[src/hw/rtl/tnpg_pkg.sv]
// Package for the tensor noise pattern generator: codes, constants and the
// control word that travels between the pipeline and the element encoder.
// Depends on nothing; every other file of the block imports it.
package tnpg_pkg;

	// Operation codes carried by the func field.
	typedef enum logic [1:0] {
		FUNC_START   = 2'd0,
		FUNC_PAYLOAD = 2'd1,
		FUNC_SCALE   = 2'd2,
		FUNC_NONE    = 2'd3
	} func_t;

	// Weight format codes latched at tensor start.
	typedef enum logic [1:0] {
		FMT_BF16  = 2'd0,
		FMT_F32   = 2'd1,
		FMT_MXFP4 = 2'd2,
		FMT_FP8   = 2'd3
	} fmt_t;

	// Control word for one element in flight.
	typedef struct packed {
		func_t func;
		fmt_t  fmt;
	} elem_ctrl_t;

	// Seeding and generator constants.
	localparam logic [63:0] GOLDEN_MUL = 64'h9e3779b97f4a7c15;
	localparam logic [63:0] LAYER_MUL  = 64'hbf58476d1ce4e5b9;
	localparam logic [63:0] ZERO_SUBST = 64'h2545f4914f6cdd1d;
	localparam logic [63:0] STAR_MUL   = 64'd2685821657736338717;
	localparam logic [63:0] SEED_RESET = 64'd1;

	// Biased exponents of a value m * 2^(e - shift): 127 - 18 and 127 - 20.
	localparam logic [7:0] EXP_OFS_F32  = 8'd109;
	localparam logic [7:0] EXP_OFS_BF16 = 8'd107;

	// Scale encodings.
	localparam logic [7:0] SCALE_BYTE_BASE = 8'd120;
	localparam logic [7:0] SCALE_FP8_BASE  = 8'h3f;
	localparam logic [7:0] SCALE_FP8_MID   = 8'h80;

	// Valid byte counts of an element.
	localparam logic [2:0] BYTES_1 = 3'd1;
	localparam logic [2:0] BYTES_2 = 3'd2;
	localparam logic [2:0] BYTES_4 = 3'd4;

	// One xorshift64 state step.
	function automatic logic [63:0] xorshift_step(input logic [63:0] x_in);
		logic [63:0] x;
		x = x_in;
		x = x ^ (x >> 12);
		x = x ^ (x << 25);
		x = x ^ (x >> 27);
		return x;
	endfunction

endpackage

[src/hw/rtl/tensor_noise_pattern_generator.sv]
// Top level of the tensor noise pattern generator: xorshift64* state,
// element pipeline and output register. Uses tnpg_pkg, tnpg_seed, tnpg_encode.
//
//   port group    direction  handshake            payload
//   input word    in         in_valid / in_stall  func, tensor_id, layer_num, elem_format
//   result word   out        out_valid/ out_stall element_data, element_bytes
//   seed_base     in         cfg_wr_en            cfg_wr_data
//
// Element words are taken one per cycle unless in_stall holds them; a result
// passes the s1 and s2 registers and the output register. For a start word the seed
// multiply is split into registered partial products and the state loads next cycle.
// Reset clears the state to zero, the format to bf16 and seed_base to one.
// A stalled result freezes the whole pipeline; the input stalls only then or
// while a seed is being formed.
module tensor_noise_pattern_generator (
	input  logic        clk,
	input  logic        arst_n,
	input  logic        cfg_wr_en,
	input  logic [63:0] cfg_wr_data,
	input  logic        in_valid,
	output logic        in_stall,
	input  logic [1:0]  func,
	input  logic [7:0]  tensor_id,
	input  logic [31:0] layer_num,
	input  logic [1:0]  elem_format,
	output logic        out_valid,
	input  logic        out_stall,
	output logic [31:0] element_data,
	output logic [2:0]  element_bytes
);
	import tnpg_pkg::*;

	logic [63:0] seed_base_q;
	logic [63:0] state_q;
	fmt_t        fmt_q;
	logic        advance;
	logic        in_accept;
	logic        start_acc;
	logic        elem_acc;
	logic        seed_busy;
	logic [63:0] seed;
	logic [63:0] state_next;
	logic        valid_s1;
	logic [15:0] x_s1;
	elem_ctrl_t  ctrl_s1;
	logic        valid_s2;
	logic [15:0] rnd_s2;
	elem_ctrl_t  ctrl_s2;
	logic        out_valid_q;
	logic [31:0] data_q;
	logic [2:0]  bytes_q;
	logic [31:0] enc_data;
	logic [2:0]  enc_bytes;

	// Pipeline moves whenever the output register is free.
	assign advance   = !out_valid_q || !out_stall;
	assign in_stall  = !advance || seed_busy;
	assign in_accept = in_valid && !in_stall;
	assign start_acc = in_accept && (func_t'(func) == FUNC_START);
	assign elem_acc  = in_accept
		&& (func_t'(func) == FUNC_PAYLOAD || func_t'(func) == FUNC_SCALE);
	assign state_next = xorshift_step(state_q);

	// Base seed register.
	always_ff @(posedge clk or negedge arst_n) begin
		if (!arst_n) begin
			seed_base_q <= SEED_RESET;
		end else if (cfg_wr_en) begin
			seed_base_q <= cfg_wr_data;
		end
	end

	tnpg_seed u_seed (
		.clk       (clk),
		.arst_n    (arst_n),
		.start     (start_acc),
		.tensor_id (tensor_id),
		.layer_num (layer_num),
		.seed_base (seed_base_q),
		.busy      (seed_busy),
		.seed      (seed)
	);

	// Generator state and latched format.
	always_ff @(posedge clk or negedge arst_n) begin
		if (!arst_n) begin
			state_q <= 64'd0;
			fmt_q   <= FMT_BF16;
		end else begin
			if (seed_busy) begin
				state_q <= seed;
			end else if (elem_acc) begin
				state_q <= state_next;
			end
			if (start_acc) begin
				fmt_q <= fmt_t'(elem_format);
			end
		end
	end

	// Pipeline valid bits and output valid.
	always_ff @(posedge clk or negedge arst_n) begin
		if (!arst_n) begin
			valid_s1    <= 1'b0;
			valid_s2    <= 1'b0;
			out_valid_q <= 1'b0;
		end else if (advance) begin
			valid_s1    <= elem_acc;
			valid_s2    <= valid_s1;
			out_valid_q <= valid_s2;
		end
	end

	// Payload stages: low 16 bits of the new state word, low 16 bits of the star product, element.
	always_ff @(posedge clk) begin
		if (advance) begin
			x_s1         <= state_next[15:0];
			ctrl_s1.func <= func_t'(func);
			ctrl_s1.fmt  <= fmt_q;
			rnd_s2       <= 16'(x_s1 * STAR_MUL[15:0]);
			ctrl_s2      <= ctrl_s1;
			data_q       <= enc_data;
			bytes_q      <= enc_bytes;
		end
	end

	tnpg_encode u_encode (
		.ctrl   (ctrl_s2),
		.rnd    (rnd_s2),
		.data   (enc_data),
		.nbytes (enc_bytes)
	);

	assign out_valid     = out_valid_q;
	assign element_data  = data_q;
	assign element_bytes = bytes_q;

`ifndef SYNTHESIS
	a_busy_stalls: assert property (@(posedge clk) disable iff (!arst_n)
		seed_busy |-> in_stall)
		else $error("input accepted while seed is formed");
	a_elem_enters: assert property (@(posedge clk) disable iff (!arst_n)
		elem_acc |=> valid_s1)
		else $error("accepted element did not enter the pipeline");
	a_start_no_result: assert property (@(posedge clk) disable iff (!arst_n)
		start_acc |=> !valid_s1)
		else $error("start word produced a result");
	a_bytes_legal: assert property (@(posedge clk) disable iff (!arst_n)
		out_valid_q |-> (bytes_q == BYTES_1 || bytes_q == BYTES_2 || bytes_q == BYTES_4))
		else $error("illegal element byte count");
`endif

endmodule

[src/hw/rtl/tnpg_seed.sv]
// Seed unit: forms the generator seed of a tensor from the base seed, the
// tensor kind and the layer index, from registered partial products. Uses tnpg_pkg.
module tnpg_seed (
	input  logic        clk,
	input  logic        arst_n,
	input  logic        start,
	input  logic [7:0]  tensor_id,
	input  logic [31:0] layer_num,
	input  logic [63:0] seed_base,
	output logic        busy,
	output logic [63:0] seed
);
	import tnpg_pkg::*;

	logic [8:0]  kind_inc;
	logic [31:0] layer_inc;
	logic [40:0] gold_lo_q;
	logic [31:0] gold_hi_q;
	logic [63:0] layer_lo_q;
	logic [31:0] layer_hi_q;
	logic        busy_q;
	logic [63:0] gold_prod;
	logic [63:0] layer_prod;
	logic [63:0] mixed;

	// Increments; the layer increment wraps within 32 bits.
	assign kind_inc  = {1'b0, tensor_id} + 9'd1;
	assign layer_inc = layer_num + 32'd1;

	// Partial products of the two 64-bit constant multiplies, registered.
	always_ff @(posedge clk) begin
		if (start) begin
			gold_lo_q  <= 41'(GOLDEN_MUL[31:0] * kind_inc);
			gold_hi_q  <= 32'(GOLDEN_MUL[63:32] * {23'd0, kind_inc});
			layer_lo_q <= 64'(LAYER_MUL[31:0] * layer_inc);
			layer_hi_q <= 32'(LAYER_MUL[63:32] * layer_inc);
		end
	end

	// The seed is ready in the cycle after the start word.
	always_ff @(posedge clk or negedge arst_n) begin
		if (!arst_n) begin
			busy_q <= 1'b0;
		end else begin
			busy_q <= start;
		end
	end

	// Sum the partial products and mix; a zero seed is replaced.
	assign gold_prod  = {23'd0, gold_lo_q} + {gold_hi_q, 32'd0};
	assign layer_prod = layer_lo_q + {layer_hi_q, 32'd0};
	assign mixed      = seed_base ^ gold_prod ^ layer_prod;
	assign seed       = (mixed == 64'd0) ? ZERO_SUBST : mixed;
	assign busy       = busy_q;

`ifndef SYNTHESIS
	a_busy_one_cycle: assert property (@(posedge clk) disable iff (!arst_n)
		busy_q |=> !busy_q || $past(start))
		else $error("seed busy held without a new start");
	a_start_sets_busy: assert property (@(posedge clk) disable iff (!arst_n)
		start |=> busy_q)
		else $error("start did not raise seed busy");
	a_seed_nonzero: assert property (@(posedge clk) disable iff (!arst_n)
		busy_q |-> seed != 64'd0)
		else $error("seed of zero delivered");
`endif

endmodule

[src/hw/rtl/tnpg_encode.sv]
// Element encoder: turns the low 16 bits of the generator output into one
// payload or scale element for the latched format. Uses tnpg_pkg.
module tnpg_encode (
	input  tnpg_pkg::elem_ctrl_t ctrl,
	input  logic [15:0]          rnd,
	output logic [31:0]          data,
	output logic [2:0]           nbytes
);
	import tnpg_pkg::*;

	logic        neg;
	logic [15:0] mag;
	logic [3:0]  lead;
	logic [15:0] norm;
	logic [31:0] f32_word;
	logic [31:0] bf16_word;
	logic        is_zero;

	// Offset value rnd - 32768 as sign and magnitude.
	assign neg     = ~rnd[15];
	assign mag     = neg ? (16'h8000 - rnd) : {1'b0, rnd[14:0]};
	assign is_zero = (rnd == 16'h8000);

	// Position of the leading one of the magnitude.
	always_comb begin
		lead = 4'd0;
		for (int i = 0; i < 16; i++) begin
			if (mag[i]) begin
				lead = 4'(i);
			end
		end
	end

	// Normalize so that the leading one sits in bit 15; the bits below it
	// form the top of the mantissa.
	assign norm = mag << (4'd15 - lead);

	// Float words for both scalings; zero encodes as positive zero.
	assign f32_word  = is_zero ? 32'd0
		: {neg, EXP_OFS_F32 + {4'd0, lead}, norm[14:0], 8'd0};
	assign bf16_word = is_zero ? 32'd0
		: {16'd0, neg, EXP_OFS_BF16 + {4'd0, lead}, norm[14:8]};

	// Select the element by region and format.
	always_comb begin
		data   = 32'd0;
		nbytes = BYTES_1;
		if (ctrl.func == FUNC_SCALE) begin
			if (ctrl.fmt == FMT_FP8) begin
				data   = {SCALE_FP8_BASE + {5'd0, rnd[2:0]}, SCALE_FP8_MID, 16'd0};
				nbytes = BYTES_4;
			end else begin
				data   = {24'd0, SCALE_BYTE_BASE + {5'd0, rnd[2:0]}};
				nbytes = BYTES_1;
			end
		end else begin
			case (ctrl.fmt)
				FMT_MXFP4: begin
					data   = {24'd0, rnd[7:0]};
					nbytes = BYTES_1;
				end
				FMT_F32: begin
					data   = f32_word;
					nbytes = BYTES_4;
				end
				default: begin
					data   = bf16_word;
					nbytes = BYTES_2;
				end
			endcase
		end
	end

endmodule

[config.mk]
export PLATFORM = sky130hd
export DESIGN_NAME = tensor_noise_pattern_generator
export DESIGN_NICKNAME = d
export VERILOG_FILES = /design/src/hw/rtl/tnpg_pkg.sv /design/src/hw/rtl/tensor_noise_pattern_generator.sv /design/src/hw/rtl/tnpg_seed.sv /design/src/hw/rtl/tnpg_encode.sv
export SDC_FILE = /design/constraint.sdc
export NUM_CORES = 2
export LEC_CHECK = 0
export ABC_AREA = 1
export BUFFER_PORTS_ARGS = -buffer_cell sky130_fd_sc_hd__buf_2
export CAP_MARGIN = 20
export CORE_ASPECT_RATIO = 1.75
export CORE_UTILIZATION = 36
export CTS_CLUSTER_SIZE = 10
export DETAILED_ROUTE_END_ITERATION = 7
export GPL_ROUTABILITY_DRIVEN = 0
export PLACE_DENSITY_LB_ADDON = 0.3
export SLEW_MARGIN = 20
export SYNTH_ARGS = -nofsm -noshare
export SYNTH_HDL_FRONTEND = slang
export SYNTH_HIERARCHICAL = 1
export SYNTH_SLANG_ARGS = --single-unit
[constraint.sdc]
create_clock -name clk -period 19.2 [get_ports clk]
set_clock_uncertainty 0.15 [all_clocks]
set_input_delay 1.92 -clock clk [delete_from_list [all_inputs] [get_ports clk]]
set_output_delay 1.92 -clock clk [all_outputs]
set_load 0.03 [all_outputs]
==> impl_metrics.csv <==
group,metric,value,unit
die,io_pins,150,
critical_path,critPathRequiredTime,19400,ps
sta,rsz0062_at_grt,"false",
drt,drt-initial-drc-count,2799,
sta,tightest_slew,1112,ps
sta,setup-tns-final,0,ps
synthesis,syn_area,58800,µm²
synthesis,synth_async_sr_flop_share,36.22,%
synthesis,yosys.cell_count.top_type,"inv_1",
sta,period_share,57.92,%
synthesis,mappedNetlistNets,8353,
global_route,grt_pass1_wl,298100,µm
sta,finalHoldViolCount,0,
drt,routedWlPerCell,22.11,µm
placed_design,io_buffers,149,
sta,fin_ws,8079,ps
final_layout,fill_cells,16361,
synthesis,synth_area_per_cell,8.818,µm²
critical_path,cpMaxStageDelayCell,"fa_1",
synthesis,synth.yosys.seq_area_share,17.76,%
job,drv_cap,0,
global_route,overflow,0,
clock_network,clock_latency,610,ps
sta,relSlewSlack,25.62,%
critical_path,crit_path_start_kind,"input pin",
global_route,grt_pass1_vias,48940,
synthesis,synth_top_area_share,26.42,%
die,dieHeight,536.6,µm
critical_path,worstPathMaxFanout,16,
drt,wl_met3,8209,µm
synthesis,synth_edf_count,236,
sta,max_freq,89.92,MHz
drt,routed.top_layer,"met5",
clock_network,cts_tree,"yes",
placed_design,hpwl,173400,µm
sta,finalSetupViolations,0,
critical_path,cp_data_arrival_time,11320,ps
die,coreArea,161800,µm²
synthesis,ys_warn_count,6,
synthesis,ys_ff_latch,370,
die,initial_core_util,36.35,%
drt,wl,200500,µm
synthesis,netlist_instances,6668,
synthesis,synthTopCellsByCount,"inv_1, nand2_1, ha_1",
global_route,grt_max_degree,82,
synthesis,synth_cell_type_count,69,
drt,wl_met2,102100,µm
clock_network,cts_hold_buf,0,
drt,dr.pass1.iters,6,
clock_network,cts-resized-gates,0,
drt,vias,45367,
clock_network,cts_made_buffers,45,
critical_path,critPathMaxStageDelay,690,ps
global_route,antenna_found_initial,11,
clock_network,postCtsSetupRepairBufs,0,
drt,vias_per_cell,5.002,
final_layout,drive_above_1_share,6.450,%
synthesis,synth_area_leaders,"fa_1, ha_1, edfxtp_1",
drt,drcViolationCount,0,
clock_network,cts_num_sinks,370,
synthesis,synth_area_leader_cell,"fa_1",
drt,antenna_left,0,
sta,period_needed,11120,ps
global_route,grtUsageTotal,24.54,%
sta,maxSlewViolCount,0,
die,die_w,307.5,µm
clock_network,root_buffer,"clkbuf_16",
clock_network,cts_max_level,2,
die,row_count,195,
die,die_area,165000,µm²
clock_network,clk_path_buf_depth,3,
critical_path,crit_type,"in -> reg",
drt,m1WireLength,69170,µm
clock_network,clkTransAtPathRegs,60,ps
synthesis,dominantRegCellSynth,"edfxtp_1",
critical_path,end_kind,"flop",
final_layout,area_growth,8.295,%
hold_path,min_path_type,"reg -> reg",
run_status,status,"complete, no violations",
final_layout,nets,8550,
placed_design,place_ws,7612,ps
## sequential cells by signal, indices dropped and copies added, names as in the netlist, 2 cells and up
register,cells
fmt_q,2
u_seed/gold_lo_q,38
ctrl_s2,4
x_s1,16
ctrl_s1,4
seed_base_q,64
element_bytes,3
u_seed/layer_hi_q,32
u_seed/gold_hi_q,32
state_q,64
element_data,32
rnd_s2,16
u_seed/layer_lo_q,59
## path summary, 6_finish.rpt
kind                       cells after the start  slack (ps)                     to          from
max in group asynchronous                      2       16230            u_seed/busy        arst_n
max                                           35        8080  u_seed/layer_lo_q[56]  layer_num[0]
max reg2reg                                   16       14100             rnd_s2[15]       x_s1[3]
min in group asynchronous                      1        1210        seed_base_q[62]        arst_n
min                                            0         270             ctrl_s2[2]    ctrl_s1[2]
min reg2reg                                    0         270             ctrl_s2[2]    ctrl_s1[2]
## kinds of logic (layout without fill, tap and decap cells)
family / after synthesis / in the layout / share of synthesized area, %
xor gates and xnor gates: 463 / 463 / 7.003
AOI/OAI and AO/OA: 527 / 527 / 5.135
muxes: 66 / 66 / 1.264
adders and majority gates: 1572 / 1572 / 43.36
DFF: 370 / 370 / 17.76
other: 0 / 3 / 0
buffers and inverters: 1737 / 1968 / 11.26
and+or+nand+nor: 1933 / 1933 / 14.22
## worst max-delay path, delay by kind of cell
family                   cells  cell delay (ps)
buffers and inverters        8             1400
adder cells (fa/ha/maj)     10             4550
AND/OR/NAND/NOR             10             1330
AO/OA/AOI/OAI                5             1510
XOR/XNOR                     2              550
## per-layer routing
metal / global-route usage, % / vias up
li1: - / 21075
met2: 44.71 / 1528
met5: 0 / -
met4: 21.30 / 10
met3: 2.744 / 679
met1: 24.72 / 22075
## final cells by class
class | count | area [µm²] | area share [%]
antenna | 3 | 7.507 | 0.01179
clock inverter | 6 | 41.29 | 0.06485
inverter | 1699 | 6380 | 10.02
clock buffer | 75 | 1280 | 2.010
multi-input combinational | 4561 | 41770 | 65.59
tap | 2167 | 2711 | 4.258
sequential | 370 | 10440 | 16.40
timing repair buffer | 188 | 1045 | 1.641
## placed cells by master, fill, tap and decap left out, drive strengths merged, types with 56 or more instances in the layout
cell type | netlist | routed
inv | 1699 | 1702
nand2 | 1180 | 1180
ha | 796 | 796
fa | 776 | 776
nor2 | 340 | 340
nand3 | 258 | 258
edfxtp | 236 | 236
xor2 | 236 | 236
a21oi | 232 | 232
xnor2 | 225 | 225
buf | 27 | 187
o21ai | 146 | 146
dfrtp | 133 | 133
clkbuf | 11 | 76
mux2 | 66 | 66
nand4 | 65 | 65
o211ai | 56 | 56
## metrics by stage
step | hold slack (ps) | cell area [µm²] | util (%) | cells
floorplan | 250.3 | 58800 | - | 6668
global placement | 256.8 | 62340 | 38.54 | 8984
detailed placement | 258.8 | 62340 | 38.54 | 8984
CTS | 273.4 | 63660 | 39.35 | 9065
global route | 280.3 | 63670 | 39.36 | 9068
finish | 270.5 | 63670 | 39.36 | 9069
Power is left out: the tool's default activity adds up to more than one toggle a clock period on the data nets, which glitch-free logic cannot reach.
